$ cat src/rtl/core/tgcp_pkg.sv
// Package of the tile grid collision probe: sizes, codes, states and
// the structs passed between the core modules. No dependencies.
package tgcp_pkg;

    // store size and tile pitch
    localparam int MAX_ROWS  = 64;
    localparam int MAX_COLS  = 64;
    localparam int TILE_SIZE = 32;

    localparam int MAX_DIM = (MAX_ROWS > MAX_COLS) ? MAX_ROWS : MAX_COLS;
    localparam int ROW_IW  = (MAX_ROWS > 1) ? $clog2(MAX_ROWS) : 1;
    localparam int COL_IW  = (MAX_COLS > 1) ? $clog2(MAX_COLS) : 1;
    localparam int IDX_W   = (MAX_DIM > 1) ? $clog2(MAX_DIM) : 1;
    localparam int DIM_W   = $clog2(MAX_DIM + 1);

    // field widths
    localparam int CMD_W      = 3;
    localparam int TILE_IW    = 6;
    localparam int COORD_W    = 13;
    localparam int SIZE_W     = 10;
    localparam int CFG_W      = 7;
    localparam int MARGIN_W   = 5;
    localparam int CFG_IDX_W  = 2;
    localparam int EDGE_OUT_W = 12;
    localparam int EDGE_MAX   = 4095;

    // edge in pixels before saturation
    localparam int EDGE_W = $clog2(MAX_DIM * TILE_SIZE + 1);

    // tile index by reciprocal multiply; exact for dividends below 2^14
    localparam int DIVD_W  = 14;
    localparam int DIV_SH  = 24;
    localparam int RECIP   = (2 ** DIV_SH + TILE_SIZE - 1) / TILE_SIZE;
    localparam int RECIP_W = $clog2(RECIP + 1);
    localparam int PROD_W  = DIVD_W + RECIP_W;

    localparam logic [CFG_IDX_W-1:0] CFG_ROWS   = 2'd0;
    localparam logic [CFG_IDX_W-1:0] CFG_COLS   = 2'd1;
    localparam logic [CFG_IDX_W-1:0] CFG_MARGIN = 2'd2;

    typedef enum logic [CMD_W-1:0] {
        CMD_WRITE = 3'd0,
        CMD_FLOOR = 3'd1,
        CMD_CEIL  = 3'd2,
        CMD_LEFT  = 3'd3,
        CMD_RIGHT = 3'd4
    } cmd_t;

    typedef enum logic [2:0] {
        ST_IDLE,
        ST_WR_RD,
        ST_WR_WB,
        ST_DIV,
        ST_SETUP,
        ST_SCAN,
        ST_DONE
    } state_t;

    typedef struct packed {
        logic [DIM_W-1:0]    eff_rows;
        logic [DIM_W-1:0]    eff_cols;
        logic [MARGIN_W-1:0] margin;
    } cfg_t;

    typedef struct packed {
        logic [ROW_IW-1:0]   rd_addr;
        logic                wr_en;
        logic [ROW_IW-1:0]   wr_addr;
        logic [MAX_COLS-1:0] wr_data;
    } mem_req_t;

    typedef struct packed {
        logic                     valid;
        logic [1:0]               tag;
        logic signed [DIVD_W-1:0] dividend;
    } div_req_t;

    typedef struct packed {
        logic                     valid;
        logic [1:0]               tag;
        logic signed [DIVD_W-1:0] quot;
    } div_rsp_t;

    typedef struct packed {
        logic                  found;
        logic [EDGE_OUT_W-1:0] edge_pos;
    } res_t;

endpackage

$ cat src/rtl/core/tgcp_tile_mem.sv
// Solid-tile store: one row of tile bits per entry, registered read.
// Depends on tgcp_pkg. Per-row valid bits make unwritten rows read clear.
module tgcp_tile_mem (
    input  logic                          aclk,
    input  logic                          aresetn,
    input  tgcp_pkg::mem_req_t            req,
    output logic [tgcp_pkg::MAX_COLS-1:0] rd_data
);
    import tgcp_pkg::*;

    logic [MAX_COLS-1:0] tile_ram [MAX_ROWS];
    logic [MAX_COLS-1:0] rd_data_reg;
    logic                rd_ok_reg;
    logic [MAX_ROWS-1:0] row_ok_reg;
    logic [MAX_ROWS-1:0] row_ok_next;

    always_ff @(posedge aclk) begin
        if (req.wr_en) begin
            tile_ram[req.wr_addr] <= req.wr_data;
        end
        rd_data_reg <= tile_ram[req.rd_addr];
        rd_ok_reg   <= row_ok_reg[req.rd_addr];
    end

    always_comb begin
        row_ok_next = row_ok_reg;
        if (req.wr_en) begin
            row_ok_next[req.wr_addr] = 1'b1;
        end
    end

    always_ff @(posedge aclk) begin
        if (!aresetn) begin
            row_ok_reg <= '0;
        end else begin
            row_ok_reg <= row_ok_next;
        end
    end

    assign rd_data = rd_ok_reg ? rd_data_reg : '0;

endmodule

$ cat config.mk
export PLATFORM = sky130hd
export DESIGN_NAME = tgcp_tile_mem
export DESIGN_NICKNAME = d
export VERILOG_FILES = /design/src/rtl/core/tgcp_pkg.sv /design/src/rtl/core/tgcp_tile_mem.sv
export SDC_FILE = /design/constraint.sdc
export NUM_CORES = 2
export LEC_CHECK = 0
export ABC_CLOCK_PERIOD_IN_PS = 7010
export CAP_MARGIN = 15
export CELL_PAD_IN_SITES_DETAIL_PLACEMENT = 1
export CELL_PAD_IN_SITES_GLOBAL_PLACEMENT = 2
export CORE_MARGIN = 2
export CORE_UTILIZATION = 52
export CTS_CLUSTER_SIZE = 30
export DETAILED_ROUTE_END_ITERATION = 8
export DONT_BUFFER_PORTS = 1
export PLACE_DENSITY_LB_ADDON = 0.1
export SYNTH_ARGS = -nofsm -noshare
export SYNTH_HDL_FRONTEND = slang
export SYNTH_SLANG_ARGS = --single-unit
$ cat constraint.sdc
create_clock -name aclk -period 7.01 [get_ports aclk]
set_input_delay 0.701 -clock aclk [delete_from_list [all_inputs] [get_ports aclk]]
set_output_delay 0.701 -clock aclk [all_outputs]
set_load 0.02 [all_outputs]
After elaboration in Yosys (flattened, before gate mapping):

Memories as Yosys holds them, arrays and structs flattened. A register that Yosys moved wholly into a read port is not among the register bits.
Cells that the tools add are included.

* mux-type cells: 7
* reduce and logical (&&, ||, !) cells: 1
* order comparisons: 3
* bitwise logic cells: 1

Operators by type and width (number)
* 64-bit 2-to-1 mux: 1
* 64-bit bitwise OR: 1
* 6-bit by 7-bit less-than comparator with 1-bit output (second input constant): 2
* 1-bit binary-select mux with 6-bit select: 1
* 1-bit demux with 6-bit select: 1
* 6-bit by 1-bit greater-or-equal comparator with 1-bit output (second input constant): 1
* 1-bit 2-to-1 mux: 4
* 1-bit logical AND: 1

* flip-flop bits (word level): 65
* output and inout bits: 64
* input port bits: 79
* memories: 1
* logic and storage cells: 15
* bits in writable memories: 4096

Memory list
* tile_ram: depth 64, bits a word 64, rd ports 1, clocked after Yosys merged registers in 1, write ports 1, RTL line tgcp_tile_mem.sv:11 `logic [MAX_COLS-1:0] tile_ram [MAX_ROWS];`

Logic depth before layout (Yosys ltp):

* depth in word-level cells: 5
* depth in mapped cells: 10
* mapped depth without buffers: 5

Worst setup path before layout:

Ideal clock, no wire load.

* path type: input port to flip-flop
* start: in req[70] in the netlist's numbering
* end: mem tile_ram[40][0] (enable)
* data arrival time: 5.581 ns
* library setup time: 0.567 ns
* path buffers: 0
* stages: 3
* setup slack: 0.862 ns
* cell sequence: nor2b_1 nand3_1 nor3_1

* longest elaborated chain between the ends: 2

RTL lines
* start, declared: RTL line tgcp_tile_mem.sv:6 `input tgcp_pkg::mem_req_t req,`
* 1-bit 2-to-1 mux: RTL line tgcp_tile_mem.sv:18 `if (req.wr_en) begin`
* 1-bit 2-to-1 mux (implied by the code): RTL line tgcp_tile_mem.sv:19 `tile_ram[req.wr_addr] <= req.wr_data;`
* end, declared: RTL line tgcp_tile_mem.sv:11

No other way between the ends.

==> flow_summary_export.csv <==
group,metric,value,unit
power,power_frac_seq,52.7,%
synthesis,yosysTopAreaCell,"edfxtp_1",
synthesis,yosysSeqAreaShare,78.9,%
cts,post_cts_buffers,0,
routing,wire_per_inst,39.8,um
floorplan,initial_core_util,52.1,%
critical_path,crit_start,"req[73]",
floorplan,die_h,557,um
final_layout,drive_above_1_share,26.4,%
critical_path,path_max_fanout,420,
power,pwr-share-comb,4.4,%
power,leakage,56.5,nW
critical_path,cp.depth,6,
global_routing,grt_use_total,30.2,%
cts,clk_path_buf_depth,4,
critical_path,worstPathRequired,7.83,ns
power,ir_worst_vdd,245,uV
global_routing,antenna_found_initial,25,
cts,post_cts_resized,0,
power,total_power,53.3,mW
critical_path,rr_endpoint,"rd_data_reg[31]$_DFF_P_",
routing,firstDrtPassIters,5,
cts,clk_pin_slew,0.06,ns
synthesis,synth.distinct_cells,33,
run,maxCapViolations,0,
critical_path,endpoint,"rd_data_reg[8]$_DFF_P_",
routing,via_per_inst,6.63,
cts,cts_tree,"built",
global_routing,grt_first_pass_wirelength,647000,um
timing,finalCritPeriodShare,70.2,%
synthesis,syn-num-nets,6973,
timing,hold_viol,0,
cts,holdBufCountCts,69,
critical_path,path_class,"in2reg",
power,p_sw,11.4,mW
critical_path,critical_path_buf_inv_count,1,
timing,tns,0,ns
power,clock_power_share,42.9,%
synthesis,ys.flop_type,"edfxtp_1",
global_routing,grt.overflow.total,0,
hold_path,hp-class,"in2reg",
synthesis,netlist_instances,6894,
final_layout,finalNonFillerCells,11700,
cts,cts_max_level,5,
timing,slew_viol_final,461,
critical_path,r2r_setup_slack,4.92,ns
timing,tightestPinTransition,3.45,ns
final_layout,largest_reg_flops,4096,
timing,fin_hold_ws,0.0525,ns
synthesis,async_flop_share,0,%
routing,drtIter0Drc,10900,
global_routing,grt_max_degree,927,
final_layout,postLayoutCoreUtil,59.3,%
critical_path,critPathMaxStageDelay,1.92,ns
cts,cts_sinks,4225,
power,internal_power,41.9,mW
critical_path,r2r_start,"tile_ram[9][31]$_DFFE_PP_",
timing,period_minus_slack,4.92,ns
cts,cts_made_buffers,429,
critical_path,reg2regPathDepth,5,
final_layout,nets,7250,
placement,io_buffers,0,
timing,relSlewSlack,-130,%
routing,ant_nets,0,
cts,clk_latency,1.00,ns
floorplan,dieWidth,557,um
routing,routed_wl,467000,um
timing,grt_setup_unrepaired,"no",
synthesis,ys_ff_latch,4225,
final_layout,n_fill_cell,24600,
floorplan,coreArea,0.305,mm2
placement,dpl.cell_count,10800,
cts,ctsRootBufferMaster,"clkbuf_16",
synthesis,synth-edff-count,4096,
critical_path,crit_slowest_cell,"nor2b_4",
synthesis,synth_warnings,0,
final_layout,layout_commonest_cell,"edfxtp_1",
power,power.density,295,mW/mm2
final_layout,final_cell_mix,"edfxtp_1 (4096), mux4_2 (1040), clkbuf_16 (432)",
outcome,status,"finished with violations",
timing,setup_viol,0,
synthesis,netlist.area_leader.share,77.3,%
critical_path,crit_chain,"nor2b_4 > buf_12 > a22oi_1 > nand3_1 > nand2_1 > nor2_1",
critical_path,arrival,5.74,ns
placement,gp_congestion,0.765,
routing,drc,0,
critical_path,endpoint_kind,"flip-flop",
critical_path,cp-start-kind,"input port",
synthesis,syn_area,0.159,mm2
floorplan,rows,203,
floorplan,die_area,0.311,mm2
floorplan,ios,143,
routing,vias,77800,
final_layout,area_delta_synth_final,13.7,%
timing,finClkSkew,0.0628,ns
global_routing,grt_pass1_vias,79800,
timing,fmax,203,MHz
synthesis,synth_area_leaders,"edfxtp_1 (77%), mux4_2 (15%), dfxtp_1 (1.6%)",
outcome,violations,"slew limit",
synthesis,synth_area_per_cell,23.1,um2
placement,hpwl,229000,um
critical_path,cpLargestDelayFamily,"simple AND/OR/NAND/NOR gates",
power,p_sw_share,21.3,%
cell usage after synthesis (64+ instances only):
cell and number:
and2_1 66, mux4_2 1040, o21a_1 64, clkbuf_1 150
buf_2 158, o22ai_1 83, edfxtp_1 4096, nand2_1 118
nor2_1 131, dfxtp_1 129, nand3_1 98, a22oi_1 258
mux2i_1 196
metal layers:
metal / up-vias / GRT usage [%] / routed length (um)
li1: 30100 / - / -
met3: 749 / 3.79 / 36500
met5: - / 0 / 13
met2: 3786 / 48.5 / 229000
met1: 43200 / 43.8 / 187000
met4: 2 / 9.22 / 14600
power groups by stage:
stage / clock network (mW) / registers [mW] / logic [mW]
2_1_floorplan: 0 / 28.5 / 1.38
5_1_grt: 24.0 / 28.1 / 2.48
4_1_cts: 23.1 / 28.1 / 2.19
3_3_place_gp: 0 / 28.6 / 1.73
3_5_place_dp: 0 / 28.6 / 1.74
6_report: 22.9 / 28.1 / 2.36
worst min-delay path by stage:
| stage | startpoint | to | slack, ns | depth (start not counted) |
|---|---|---|---|---|
| 6_report | req[75] | rd_data_reg[63]$_DFF_P_ | 0.05 | 2 |
| 5_1_grt | req[75] | rd_data_reg[63]$_DFF_P_ | 0.05 | 2 |
| 4_1_cts | aresetn | row_ok_reg[26]$_SDFFE_PN0P_ | 0.008 | 2 |
| 3_5_place_dp | row_ok_reg[27]$_SDFFE_PN0P_ | row_ok_reg[27]$_SDFFE_PN0P_ | 0.45 | 1 |
| 3_3_place_gp | row_ok_reg[36]$_SDFFE_PN0P_ | row_ok_reg[36]$_SDFFE_PN0P_ | 0.44 | 1 |
| 2_1_floorplan | row_ok_reg[10]$_SDFFE_PN0P_ | row_ok_reg[10]$_SDFFE_PN0P_ | 0.44 | 1 |
layout make-up:
cell class | count | area (um2) | area share [%]
clock buffer | 568 | 11600 | 6.43
tap | 4100 | 5130 | 2.83
antenna | 94 | 235 | 0.130
multi-input combinational | 2260 | 32200 | 17.8
clock inverter | 232 | 2380 | 1.31
sequential | 4225 | 126000 | 69.4
inverter | 20 | 75.1 | 0.0415
timing repair buffer | 235 | 3730 | 2.06
metrics by stage:
step           area (um2)  setup slack [ns]
6_report           181000              2.09
5_1_grt            181000              2.20
4_1_cts            180000              3.42
3_5_place_dp       165000              2.41
3_3_place_gp       165000              2.35
2_1_floorplan      159000             0.862
logic make-up after synthesis:
| logic type | count (synthesis) | share of synthesized area (%) |
|---|---|---|
| DFF | 4225 | 78.9 |
| and+or+nand+nor | 511 | 1.54 |
| buffers and inverters | 409 | 1.26 |
| muxes | 1236 | 15.9 |
| AOI/OAI and AO/OA | 513 | 2.37 |
(Power assumes the default switching activity.)
