--- config.mk ---
export PLATFORM = sky130hd
export DESIGN_NAME = tgcp_div_unit
export DESIGN_NICKNAME = d
export VERILOG_FILES = /design/src/rtl/core/tgcp_pkg.sv /design/src/rtl/core/tgcp_div_unit.sv
export SDC_FILE = /design/constraint.sdc
export NUM_CORES = 1
export LEC_CHECK = 0
export CAP_MARGIN = 20
export CORE_MARGIN = 2
export CORE_UTILIZATION = 43
export CTS_CLUSTER_SIZE = 24
export DETAILED_ROUTE_END_ITERATION = 8
export DONT_BUFFER_PORTS = 1
export GPL_TIMING_DRIVEN = 0
export PLACE_DENSITY = 0.61
export REMOVE_ABC_BUFFERS = 1
export SLEW_MARGIN = 20
export SYNTH_ARGS = -nofsm -noshare
export SYNTH_HDL_FRONTEND = slang
export SYNTH_SLANG_ARGS = --single-unit
--- constraint.sdc ---
create_clock -name aclk -period 1.9 [get_ports aclk]
set_input_delay 0.095 -clock aclk [delete_from_list [all_inputs] [get_ports aclk]]
set_output_delay 0.095 -clock aclk [all_outputs]
set_load 0.05 [all_outputs]
--- src/rtl/core/tgcp_pkg.sv ---
// Package of the tile grid collision probe: sizes, codes, states and
// the structs passed between the core modules. No dependencies.
package tgcp_pkg;

    // store size and tile pitch
    localparam int MAX_ROWS  = 64;
    localparam int MAX_COLS  = 64;
    localparam int TILE_SIZE = 32;

    localparam int MAX_DIM = (MAX_ROWS > MAX_COLS) ? MAX_ROWS : MAX_COLS;
    localparam int ROW_IW  = (MAX_ROWS > 1) ? $clog2(MAX_ROWS) : 1;
    localparam int COL_IW  = (MAX_COLS > 1) ? $clog2(MAX_COLS) : 1;
    localparam int IDX_W   = (MAX_DIM > 1) ? $clog2(MAX_DIM) : 1;
    localparam int DIM_W   = $clog2(MAX_DIM + 1);

    // field widths
    localparam int CMD_W      = 3;
    localparam int TILE_IW    = 6;
    localparam int COORD_W    = 13;
    localparam int SIZE_W     = 10;
    localparam int CFG_W      = 7;
    localparam int MARGIN_W   = 5;
    localparam int CFG_IDX_W  = 2;
    localparam int EDGE_OUT_W = 12;
    localparam int EDGE_MAX   = 4095;

    // edge in pixels before saturation
    localparam int EDGE_W = $clog2(MAX_DIM * TILE_SIZE + 1);

    // tile index by reciprocal multiply; exact for dividends below 2^14
    localparam int DIVD_W  = 14;
    localparam int DIV_SH  = 24;
    localparam int RECIP   = (2 ** DIV_SH + TILE_SIZE - 1) / TILE_SIZE;
    localparam int RECIP_W = $clog2(RECIP + 1);
    localparam int PROD_W  = DIVD_W + RECIP_W;

    localparam logic [CFG_IDX_W-1:0] CFG_ROWS   = 2'd0;
    localparam logic [CFG_IDX_W-1:0] CFG_COLS   = 2'd1;
    localparam logic [CFG_IDX_W-1:0] CFG_MARGIN = 2'd2;

    typedef enum logic [CMD_W-1:0] {
        CMD_WRITE = 3'd0,
        CMD_FLOOR = 3'd1,
        CMD_CEIL  = 3'd2,
        CMD_LEFT  = 3'd3,
        CMD_RIGHT = 3'd4
    } cmd_t;

    typedef enum logic [2:0] {
        ST_IDLE,
        ST_WR_RD,
        ST_WR_WB,
        ST_DIV,
        ST_SETUP,
        ST_SCAN,
        ST_DONE
    } state_t;

    typedef struct packed {
        logic [DIM_W-1:0]    eff_rows;
        logic [DIM_W-1:0]    eff_cols;
        logic [MARGIN_W-1:0] margin;
    } cfg_t;

    typedef struct packed {
        logic [ROW_IW-1:0]   rd_addr;
        logic                wr_en;
        logic [ROW_IW-1:0]   wr_addr;
        logic [MAX_COLS-1:0] wr_data;
    } mem_req_t;

    typedef struct packed {
        logic                     valid;
        logic [1:0]               tag;
        logic signed [DIVD_W-1:0] dividend;
    } div_req_t;

    typedef struct packed {
        logic                     valid;
        logic [1:0]               tag;
        logic signed [DIVD_W-1:0] quot;
    } div_rsp_t;

    typedef struct packed {
        logic                  found;
        logic [EDGE_OUT_W-1:0] edge_pos;
    } res_t;

endpackage

--- src/rtl/core/tgcp_div_unit.sv ---
// Shared tile-index unit: signed pixel / TILE_SIZE, truncating toward zero.
// Depends on tgcp_pkg. Two-stage pipeline: magnitude, then reciprocal multiply.
module tgcp_div_unit (
    input  logic               aclk,
    input  logic               aresetn,
    input  tgcp_pkg::div_req_t req,
    output tgcp_pkg::div_rsp_t rsp
);
    import tgcp_pkg::*;

    logic              v1_reg, v1_next;
    logic [1:0]        tag1_reg;
    logic              neg1_reg;
    logic [DIVD_W-1:0] mag1_reg, mag1_next;
    logic              v2_reg, v2_next;
    logic [1:0]        tag2_reg;
    logic              neg2_reg;
    logic [PROD_W-1:0] prod2_reg, prod2_next;
    logic [DIVD_W-1:0] qmag;

    assign v1_next    = req.valid;
    assign mag1_next  = req.dividend[DIVD_W-1] ? DIVD_W'(-req.dividend)
                                               : DIVD_W'(req.dividend);
    assign v2_next    = v1_reg;
    assign prod2_next = PROD_W'(mag1_reg) * PROD_W'(RECIP);

    always_ff @(posedge aclk) begin
        tag1_reg  <= req.tag;
        neg1_reg  <= req.dividend[DIVD_W-1];
        mag1_reg  <= mag1_next;
        tag2_reg  <= tag1_reg;
        neg2_reg  <= neg1_reg;
        prod2_reg <= prod2_next;
    end

    always_ff @(posedge aclk) begin
        if (!aresetn) begin
            v1_reg <= 1'b0;
            v2_reg <= 1'b0;
        end else begin
            v1_reg <= v1_next;
            v2_reg <= v2_next;
        end
    end

    assign qmag      = DIVD_W'(prod2_reg >> DIV_SH);
    assign rsp.valid = v2_reg;
    assign rsp.tag   = tag2_reg;
    assign rsp.quot  = neg2_reg ? -$signed(qmag) : $signed(qmag);

endmodule

---- After elaboration in Yosys (flattened, before gate mapping) ----
Cells that the tools add are included.
word-level totals
  flip-flop bits (word level) ............. 36
  logic and storage cells ................. 13
operators by class
  muxes and demuxes ....................... 2
  $add $sub $neg .......................... 2
operators with widths
  cell                               count
  14-bit 2-to-1 mux                  1
  14-bit negation                    1
  9-bit negation with 14-bit output  1
  13-bit 2-to-1 mux                  1

---- Depth between registers and ports, before layout ----
Gate-level depths: netlist of run 1.
  depth after elaboration ................. 2
  mapped depth ............................ 5
  gate-level depth less buffers ........... 5

---- Worst setup path before layout of run 1 ----
Ideal clock, no wire load.
  kind .................................... flip-flop to output port
  from .................................... reg neg2_reg
  to ...................................... out rsp[1] in the netlist's numbering
  data required time ...................... 1.805 ns
  arrival ................................. 1.636 ns
  setup slack ............................. 0.169 ns
  stages on the path, launching flop included .. 3
  path buffers ............................ 1
  path through ............................ dfxtp_1 > clkbuf_1 > o21ai_0
RTL lines
  element                   line                 source
  start: declaration        tgcp_div_unit.sv:17  logic neg2_reg;
  start signal: assignment  tgcp_div_unit.sv:32  neg2_reg <= neg1_reg;
  end: declaration          tgcp_div_unit.sv:7   output tgcp_pkg::div_rsp_t rsp

==> results.md, run 1 <==
* Die area at about 2700 um^2
* Cells after synthesis at 87
* Gr ovfl total at 0
* Status: complete, no violations
* Final setup violation count at 0
* WP data arrival at ~1.8 ns
* Fin. Hold Viols at 0
* Critical Path RT at 1.80 ns
* Ranking of synthesized cells by area: dfxtp_1 53%, xnor2_1 13%, nand2_1 3.1%
* Final instance area at 1320 um^2
* Area leader, netlist: dfxtp_1
* Gpl congestion at 0.590
* CP startpoint kind: flop
* Drt initial violations at 3
* Seq/Total Area, Yosys at a little over half
* Routed vias/inst at 4.95
* CP max stage delay at 0.53 ns
* Grt met3 use at 1.44%
* Tightest Pin Transition at approximately 0.95 ns
* Antenna violations before repair at 0
* Largest net degree at the start of global routing at 16
* Fmax at 542 MHz
* # fillers at between 150 and 200
* Drt total wl at ~1500 um
* Layout cells sized above 1 at around 19%
* IO Pins at 36
* Hold/Removal Path Class: in -> reg
* Fin. max-slew vios at 0
* Area of the core at roughly 2200 um^2
* Minimum clock period after layout at 1.84 ns
* Commonest non-fill, non-tap cell in the layout: dfxtp_1
* Top-area cell type share of the netlist area at a little over half
* Synth warn at 0
* First-pass GRT wire length at between 2000 and 2500 um
* Final Total Pwr at about 1300 uW
* Die X-Extent at between 50 and 60 um
* DP Area at between 900 and 1000 um^2
* CP Max Fanout at 4
* # port buffers at 0
* Via count at between 600 and 700
* P per Cell Area at slightly below 1000 nW/um^2
* Area Overhead vs Synth at 34.4%
* Pre-Repair DR Iteration Count at 3
* # H-tree levels at 1
* Critical Path Sink Type: output port
* Num rows at 17
* Kind of critical path: reg -> out
* Worst R2R Setup Slack at roughly 1.4 ns
* Max_cap viols at 0
* CP max-delay cell: xnor2_2
* Final period util at 97.0%
* CTS root buf: clkbuf_4
* M2 GR Usage at a little under a quarter
* CTS tree: built
* Die Span Y at 51.7 um
* Net count reported at finish at between 100 and 150
* Met1 usage at ~12%
* Avg WL per Cell at 11.1 um
* Cell breakdown of the critical path: inv_1, ha_2, nand2b_1, xnor2_2
* Syn Std Cell Area at slightly below 1000 um^2
* CTS Buf Count at 3
* Leakage at about 0.00053 uW
* Unrepaired setup endpoints after global routing: true
* Fin Clk Skew at 0.00682 ns
* Yosys cell types at 25
* Worst VDD drop at 0.444 mV
* Mean post-synth cell area at 11.3 um^2
* Global routing's busiest layer: met2
* Ant. Diodes at 0
* Initial Utilization at 44.7%
* Highest-count cells in the layout ignoring fill and taps: 25 x dfxtp_1, 16 x dlygate4sd3_1, 8 x nand2_1, 8 x xnor2_1, 4 x xnor2_2
* Vias in the first global route at slightly above 600
* Clock tree buffer depth at 2
* GRT Overall Usage at 11.8%
* Max transition margin at about 36%
* Clock insertion delay at the later pin of the skew report at 0.31 ns
* Post-route ant nets at 0
* Flops & latches, synth at 26
* CTS sink cnt at 26
* Residual DRC at 0
* Register clock-pin slew on the reported worst setup and hold paths at about 0.12 ns
* Hold_ws at 0.0222 ns
-- synthesized netlist by cell type --
library cell and n:
o21ai_1 1, nand2_1 8, nor2_1 3, clkbuf_1 2, inv_1 2, o21a_1 2, nand2b_1 2, nor4_1 1
and2_1 2, nand3b_4 1, xnor2_1 15, ha_1 1, o21ai_0 3, nor3_1 2, o31a_1 3, and3_1 1
or4_1 1, or3_1 1, o41ai_4 1, o31ai_1 3, buf_4 2, dfxtp_1 26, nor4_4 1, nand3_1 1
o31ai_2 2
-- through the flow --
| step | TNS, ns | util [%] | worst slack [ns] | instances |
|---|---|---|---|---|
| after floorplan | -0.655 | - | -0.204 | 83 |
| after global placement | -1.25 | 45.3 | -0.327 | 111 |
| after detailed placement | -1.31 | 45.3 | -0.333 | 111 |
| after CTS | 0 | 59.2 | 0.0348 | 131 |
| after global routing | -0.100 | 60.1 | -0.0324 | 131 |
| final | 0 | 60.1 | 0.0566 | 131 |
-- layer usage --
metal  wire [um]  share of wire (%)
met1         569                 39
met2         749                 51
met3         100                6.9
met4          35                2.4
met5           0                  0
-- final cells by class --
cell class	count	area (um^2)	share of cell area (%)
clock buffer	3	22.5	1.71
timing repair buffer	16	160	12.2
tap	28	35.0	2.66
multi-input combinational	55	537	40.8
sequential	26	524	39.8
inverter	2	7.51	0.570
clock inverter	1	30.0	2.28
-- where the power goes --
part	internal (uW)	leakage [uW]	switching, uW
registers	591	0.000219	57.0
logic	98.2	0.000278	178
clock network	213	0.0000279	145
total	903	0.000525	380
-- worst paths after layout --
check / cells past startpoint / end / start
setup / recovery: 4 / rsp[2] / prod2_reg[24]
hold / removal: 2 / mag1_reg[6] / req[5]
setup reg to reg: 1 / v2_reg / v1_reg
hold reg to reg: 0 / prod2_reg[24] / mag1_reg[5]
-- timing repair --
| item | 4_1_cts | 5_1_grt |
|---|---|---|
| hold buffers | 16 | 0 |
| pin swaps | 1 | 0 |
| gates resized for setup | 14 | 2 |
| setup buffers | 0 | 0 |
| endpoints found under the hold margin | 14 | 0 |
| setup endpoints to repair | 10 | 4 |
-- worst max-delay path, delay by kind of cell (launching register included) --
family	cells	cell delay [ns]
xor+xnor	1	0.53
fa+ha+maj	1	0.20
buf+inv	1	0.07
flops	1	0.47
simple gates	1	0.17
-- kinds of logic after synthesis --
logic type                 share of synthesized area (%)
DFF                                                 53.1
and+or+nand+nor                                     15.2
AOI/OAI and AO/OA                                   13.9
xor gates and xnor gates                            13.4
buffers and inverters                               3.07
adders and majority gates                           1.28
Note: power is estimated with default switching activity, not from simulation.
==> run 2, diff against run 1 <==
- PLACE_DENSITY: 0.61 -> default
==> run 2 against run 1 <==
  * Final cell count is 0.76% higher
  * Clock power is 44% lower
  * Global-route usage is 0.25 points lower
  * Core utilization is 0.86 points lower
  * Sequential power hardly changed
  * Total power is 13% lower
  * Register-to-register slack hardly changed
  * First-iteration DRC count grew to 2.7 times the previous value
  * Largest cell class unchanged
==> results.md, run 2 (synthesized netlist as in run 1, its figures left out) <==
* Status: complete, no violations
* Clock tree buffer depth at 2 (unchanged)
* Area of the core at 2190 um^2 (unchanged)
* Kind of critical path: in -> reg
* Final Util at 59.2% (-0.86 points)
* Antenna violations before repair at 0 (unchanged)
* Largest net degree at the start of global routing at 15 (-1)
* Top layer in use: met4
* Fin. max-slew vios at 0 (unchanged)
* Die X-Extent at 51.7 um (unchanged)
* CTS sink cnt at 26 (unchanged)
* Minimum clock period after layout at 1.87 ns (+0.0219 ns)
* Hold/Removal Path Class: in -> reg
* First-pass GRT wire length at 2260 um (-1.8%)
* CP max-delay cell: dlygate4sd3_1
* # port buffers at 0 (unchanged)
* Fin Clk Skew at 0.00419 ns (-0.00263 ns)
* Fmax at 536 MHz (-1.2%)
* Critical Path Sink Type: flop
* DP Area at 992 um^2 (unchanged)
* CP Buf/Inv Count at 3 (+2)
* Post-route ant nets at 0 (unchanged)
* Dpl hpwl at just over 1000 um
* Max transition margin at 36.8% (+0.39 points)
* Net count reported at finish at 126 (+1.6%)
* Metal-1 WL at 633 um (+11%)
* Unrepaired setup endpoints after global routing: true
* WP data arrival at 2.11 ns (+0.36 ns)
* Worst VDD drop at 0.422 mV (-4.9%)
* Final period util at 98.2% (+1.2 points)
* Drt total wl at 1480 um (+1.7%)
* Die area at 2680 um^2 (unchanged)
* Final cell count without fillers at 132 (+0.76%)
* Drt initial violations at 8 (+5)
* # fillers at 193 (+5.5%)
* Commonest non-fill, non-tap cell in the layout: dfxtp_1
* # H-tree levels at 1 (unchanged)
* Crit path max-delay family: buffers and inverters
* Num rows at 17 (unchanged)
* Max_cap viols at 0 (unchanged)
* Setup TNS Final at 0 ns (unchanged)
* Met3 Wirelength at 84 um (-16%)
* Ant. Diodes at 0 (unchanged)
* Critical Path RT at 2.15 ns (+0.35 ns)
* P per Cell Area at 864 nW/um^2 (-11%)
* Most Frequent Cell on Critical Path: dlygate4sd3_1
* Final instance area at 1300 um^2 (-1.4%)
* IO Pins at 36 (unchanged)
* Fin. Hold Viols at 0 (unchanged)
* Gpl congestion at 0.597 (+1.1%)
* CP max stage delay at 0.58 ns (+0.05 ns)
* Tightest Pin Transition at 0.941 ns (-0.00584 ns)
* GRT Overall Usage at 11.5% (-0.25 points)
* Area Overhead vs Synth at 32.4%
* Highest-count cells in the layout ignoring fill and taps: 25 x dfxtp_1, 18 x dlygate4sd3_1, 8 x nand2_1, 8 x xnor2_1, 4 x xnor2_2
* Layout cells sized above 1 at 18.3% (-1.1 points)
* Pre-Repair DR Iteration Count at 4 (+1)
* CTS tree: built
* Worst R2R Setup Slack at 1.35 ns (about the same)
* Final Total Pwr at 1120 uW (-13%)
* Register clock-pin slew on the reported worst setup and hold paths at 0.11 ns (about the same)
* Area of the multi-input gates at 528 um^2 (-1.6%)
* Gr ovfl total at 0 (unchanged)
* Cell breakdown of the critical path: dlygate4sd3_1, nor4_1, dlygate4sd3_1, and3_1, dlygate4sd3_1
* Final setup violation count at 0 (unchanged)
* Leakage at 0.000524 uW (-0.23%)
* Routed wl met2 at 734 um (-2.0%)
* Residual DRC at 0 (unchanged)
* Avg WL per Cell at 11.2 um (+0.95%)
* CTS root buf: clkbuf_4
* Die Span Y at 51.7 um (unchanged)
* Placed cells at 111 (unchanged)
* Routed vias/inst at 4.89 (-1.1%)
* CP Max Fanout at 3 (-1)
* Initial Utilization at 44.7% (unchanged)
* Clock insertion delay at the later pin of the skew report at 0.29 ns (-0.02 ns)
* CTS Buf Count at 3 (unchanged)
* Vias in the first global route at 605 (unchanged)
* Register area at 524 um^2 (unchanged)
* CP startpoint kind: primary input
* Via count at 646 (-0.31%)
-- run 2: cell count changes in the layout (fill, tap and decap cells not counted) --
cell           before  now
bufinv_16           1    0
o31ai_4             1    0
dlygate4sd3_1      16   18
o31ai_2             2    3
-- run 2: layout make-up --
class	count	share of cell area, %
Tap cell	28	2.70
Clock buffer	3	1.74
Inverter	2	0.579
Sequential cell	26	40.4
Multi-Input combinational cell	55	40.7
Timing Repair Buffer	18	13.9
-- run 2: timing repair --
| item | 4_1_cts | 5_1_grt |
|---|---|---|
| hold buffers | 15 | 3 |
| resized for setup | 14 | 1 |
| pin swaps | 1 | 0 |
| buffers inserted | 0 | 0 |
| gates cloned | 0 | 0 |
| setup endpoints to repair | 10 | 4 |
| endpoints found under the hold margin | 14 | 1 |
-- run 2: worst paths after layout --
| path | startpoint | end | depth (start not counted) |
|---|---|---|---|
| worst min register to register | mag1_reg[5] | prod2_reg[24] | 0 |
| worst max-delay path | req[10] | mag1_reg[13] | 5 |
| worst min-delay path | req[8] | mag1_reg[11] | 2 |
| worst max register to register | v1_reg | v2_reg | 1 |
-- run 2: metal layers --
metal / GRT usage, % / vias up
met3: 1.15 / 2
met5: 0 / -
met1: 11.5 / 288
li1: - / 329
met4: 10.5 / 0
met2: 20.7 / 27
-- run 2: power breakdown --
group / internal, uW / total [uW] / switching [uW] / leakage [uW]
logic: 96.8 / 273 / 177 / 0.000291
clock network: 73.8 / 202 / 128 / 0.0000138
registers: 591 / 646 / 54.9 / 0.000219
total: 762 / 1120 / 359 / 0.000524
-- run 2: per-stage QoR --
stage / setup slack (ns) / hold WS (ns)
2_1_floorplan: -0.204 / 0.123
3_3_place_gp: -0.325 / 0.123
3_5_place_dp: -0.355 / 0.123
4_1_cts: 0.0328 / 0.000636
5_1_grt: -0.0341 / 0.00898
6_report: 0.0347 / 0.0178
==> run 3, diff against run 2 <==
- CORE_UTILIZATION: 43 -> 60
- PLACE_DENSITY: default -> 0.76
- SKIP_LAST_GASP: default -> 1
==> run 3 against run 2 <==
  * Register-to-register slack worse by 0.03 ns
  * Via count up 0.77%
  * Core utilization up 23 points
  * Maximum frequency down 0.48%
  * Critical path type is now reg -> out
  * Critical endpoint is now rsp[8]
  * Highest routed layer unchanged
==> results.md, run 3 (synthesized netlist as in run 1, its figures left out) <==
* Status: complete, no violations
* Drt initial violations at 6 (-2)
* Initial Utilization at 64.3% (+20 points)
* Residual DRC at 0 (unchanged)
* Avg WL per Cell at 14.4 um (+28%)
* Final period util at 98.6% (+0.47 points)
* Critical Path Sink Type: output port
* Clock tree buffer depth at 2 (unchanged)
* Final worst slack at 0.0258 ns (-0.00890 ns)
* First-pass GRT wire length at 2630 um (+16%)
* Largest net degree at the start of global routing at 15 (unchanged)
* Layout cells sized above 1 at 20.8% (+2.5 points)
* M2 GR Usage at 37.6% (+17 points)
* Hold/Removal Path Class: in -> reg
* Area Overhead vs Synth at 27.6%
* CP max-delay cell: xnor2_2
* Worst R2R Setup Slack at 1.32 ns (-0.03 ns)
* Minimum clock period after layout at 1.87 ns (+0.00890 ns)
* Gr ovfl total at 0 (unchanged)
* Kind of critical path: reg -> out
* Commonest non-fill, non-tap cell in the layout: dfxtp_1
* Vias in the first global route at 629 (+4.0%)
* Clock insertion delay at the later pin of the skew report at 0.31 ns (+0.02 ns)
* Tightest Pin Transition at 0.997 ns (+0.0559 ns)
* Fin. Hold Viols at 0 (unchanged)
* Hold_ws at 0.00178 ns (-0.0160 ns)
* Critical Path RT at 1.80 ns (-0.35 ns)
* Highest-count cells in the layout ignoring fill and taps: 25 x dfxtp_1, 14 x dlygate4sd3_1, 8 x nand2_1, 8 x xnor2_1, 5 x xnor2_2
* Via count at 651 (+0.77%)
* Cell breakdown of the critical path: inv_1, ha_2, nand3_2, o31ai_2, xnor2_2
* Worst Setup SP: prod2_reg[24]
* Global routing's busiest layer: met2
* Fin. max-slew vios at 0 (unchanged)
* Routed vias/inst at 5.56 (+14%)
* CP Max Fanout at 4 (+1)
* GRT Overall Usage at 19.1% (+7.6 points)
* Postcts setup bufs at 0 (unchanged)
* Leakage at 0.000509 uW (-2.8%)
* # H-tree levels at 1 (unchanged)
* Final Util at 82.0% (+23 points)
* WP data arrival at 1.78 ns (-0.33 ns)
* CTS tree: built
* Fmax at 534 MHz (-0.48%)
* Final setup violation count at 0 (unchanged)
* Unrepaired setup endpoints after global routing: true
* Ant. Diodes at 0 (unchanged)
* Drt total wl at 1680 um (+14%)
* CTS sink cnt at 26 (unchanged)
* CTS root buf: clkbuf_4
* HP Start: req[6]
* Die area at 1970 um^2 (-26%)
* Max transition margin at 33.1% (-3.8 points)
* Die X-Extent at 44.4 um (-14%)
* Grt met3 use at 2.45% (+1.3 points)
* Post-Place Setup Slack at -0.324 ns (+0.0307 ns)
* Die Span Y at 44.4 um (-14%)
* P per Cell Area at 945 nW/um^2 (+9.3%)
* Met1 usage at 19.4% (+7.9 points)
* IO Pins at 36 (unchanged)
* R2R Path Start: v1_reg
* # port buffers at 0 (unchanged)
* Fin Clk Skew at 0.00389 ns (-0.000300 ns)
* Pre-Repair DR Iteration Count at 4 (unchanged)
* CP max stage delay at 0.54 ns (-0.04 ns)
* Net count reported at finish at 122 (-3.2%)
* Num rows at 14 (-3)
* Area of the core at 1520 um^2 (-30%)
* Max_cap viols at 0 (unchanged)
* Worst VDD drop at 0.659 mV (+56%)
* Gpl congestion at 0.625 (+4.7%)
* Dpl hpwl at 1050 um (+2.9%)
* CTS Buf Count at 3 (unchanged)
* Post-route ant nets at 0 (unchanged)
* Antenna violations before repair at 0 (unchanged)
* Register clock-pin slew on the reported worst setup and hold paths at 0.12 ns (about the same)
* CP startpoint kind: flop
## run 3: cell count changes in the layout (fill, tap and decap cells not counted)
cell | previous run | this run
dlygate4sd3_1 | 18 | 14
clkbuf_8 | 0 | 1
o31ai_1 | 2 | 1
o31ai_2 | 3 | 4
xnor2_2 | 4 | 5
xnor2_4 | 3 | 2
## run 3: timing repair
action                     in CTS  in global routing
resized for setup              10                  5
hold endpoints to repair       14                  0
setup endpoints to repair      10                  5
pin swaps                       1                  1
gates cloned                    0                  0
hold buffers                   14                  0
## run 3: power breakdown
part	leakage (uW)	total (uW)	switching, uW	internal [uW]
Sequential	0.000219	648	56.8	591
Clock	0.0000210	259	142	117
Combinational	0.000270	273	182	91.5
Total	0.000509	1180	381	800
## run 3: routing by layer
metal	part of all wire [%]	up-vias
li1	-	323
met1	37	290
met2	56	34
met3	5.1	4
met4	2.6	0
met5	0	-
## run 3: final cells by class
type | count | area (um^2)
flip-flops and latches | 26 | 524
well taps | 16 | 20.0
repair buffers | 14 | 140
inverters | 2 | 7.51
fillers | 88 | 274
clock buffers | 4 | 36.3
multi-input cells | 55 | 522
## run 3: path summary, 6_finish.rpt
| check | depth (start not counted) | to |
|---|---|---|
| worst max-delay path | 5 | rsp[8] |
| worst min-delay path | 2 | mag1_reg[7] |
| worst max register to register | 1 | v2_reg |
| worst min register to register | 0 | prod2_reg[24] |
## run 3: stage by stage
stage          power (uW)  instance area [um^2]  instances  setup TNS (ns)
2_1_floorplan         841                   957         83          -0.655
3_3_place_gp          852                   977         99           -1.11
3_5_place_dp          860                   977         99           -1.22
4_1_cts              1170                  1220        117          -0.115
5_1_grt              1220                  1250        117         -0.0700
6_report             1180                  1250        117               0
## run 3: worst max-delay path, delay by kind of cell, from the launching register on
family | cells | cell delay [ns]
xor gates and xnor gates | 1 | 0.54
adders and majority gates | 1 | 0.20
AOI/OAI and AO/OA | 1 | 0.08
DFF | 1 | 0.47
buffers and inverters | 1 | 0.07
and+or+nand+nor | 1 | 0.10
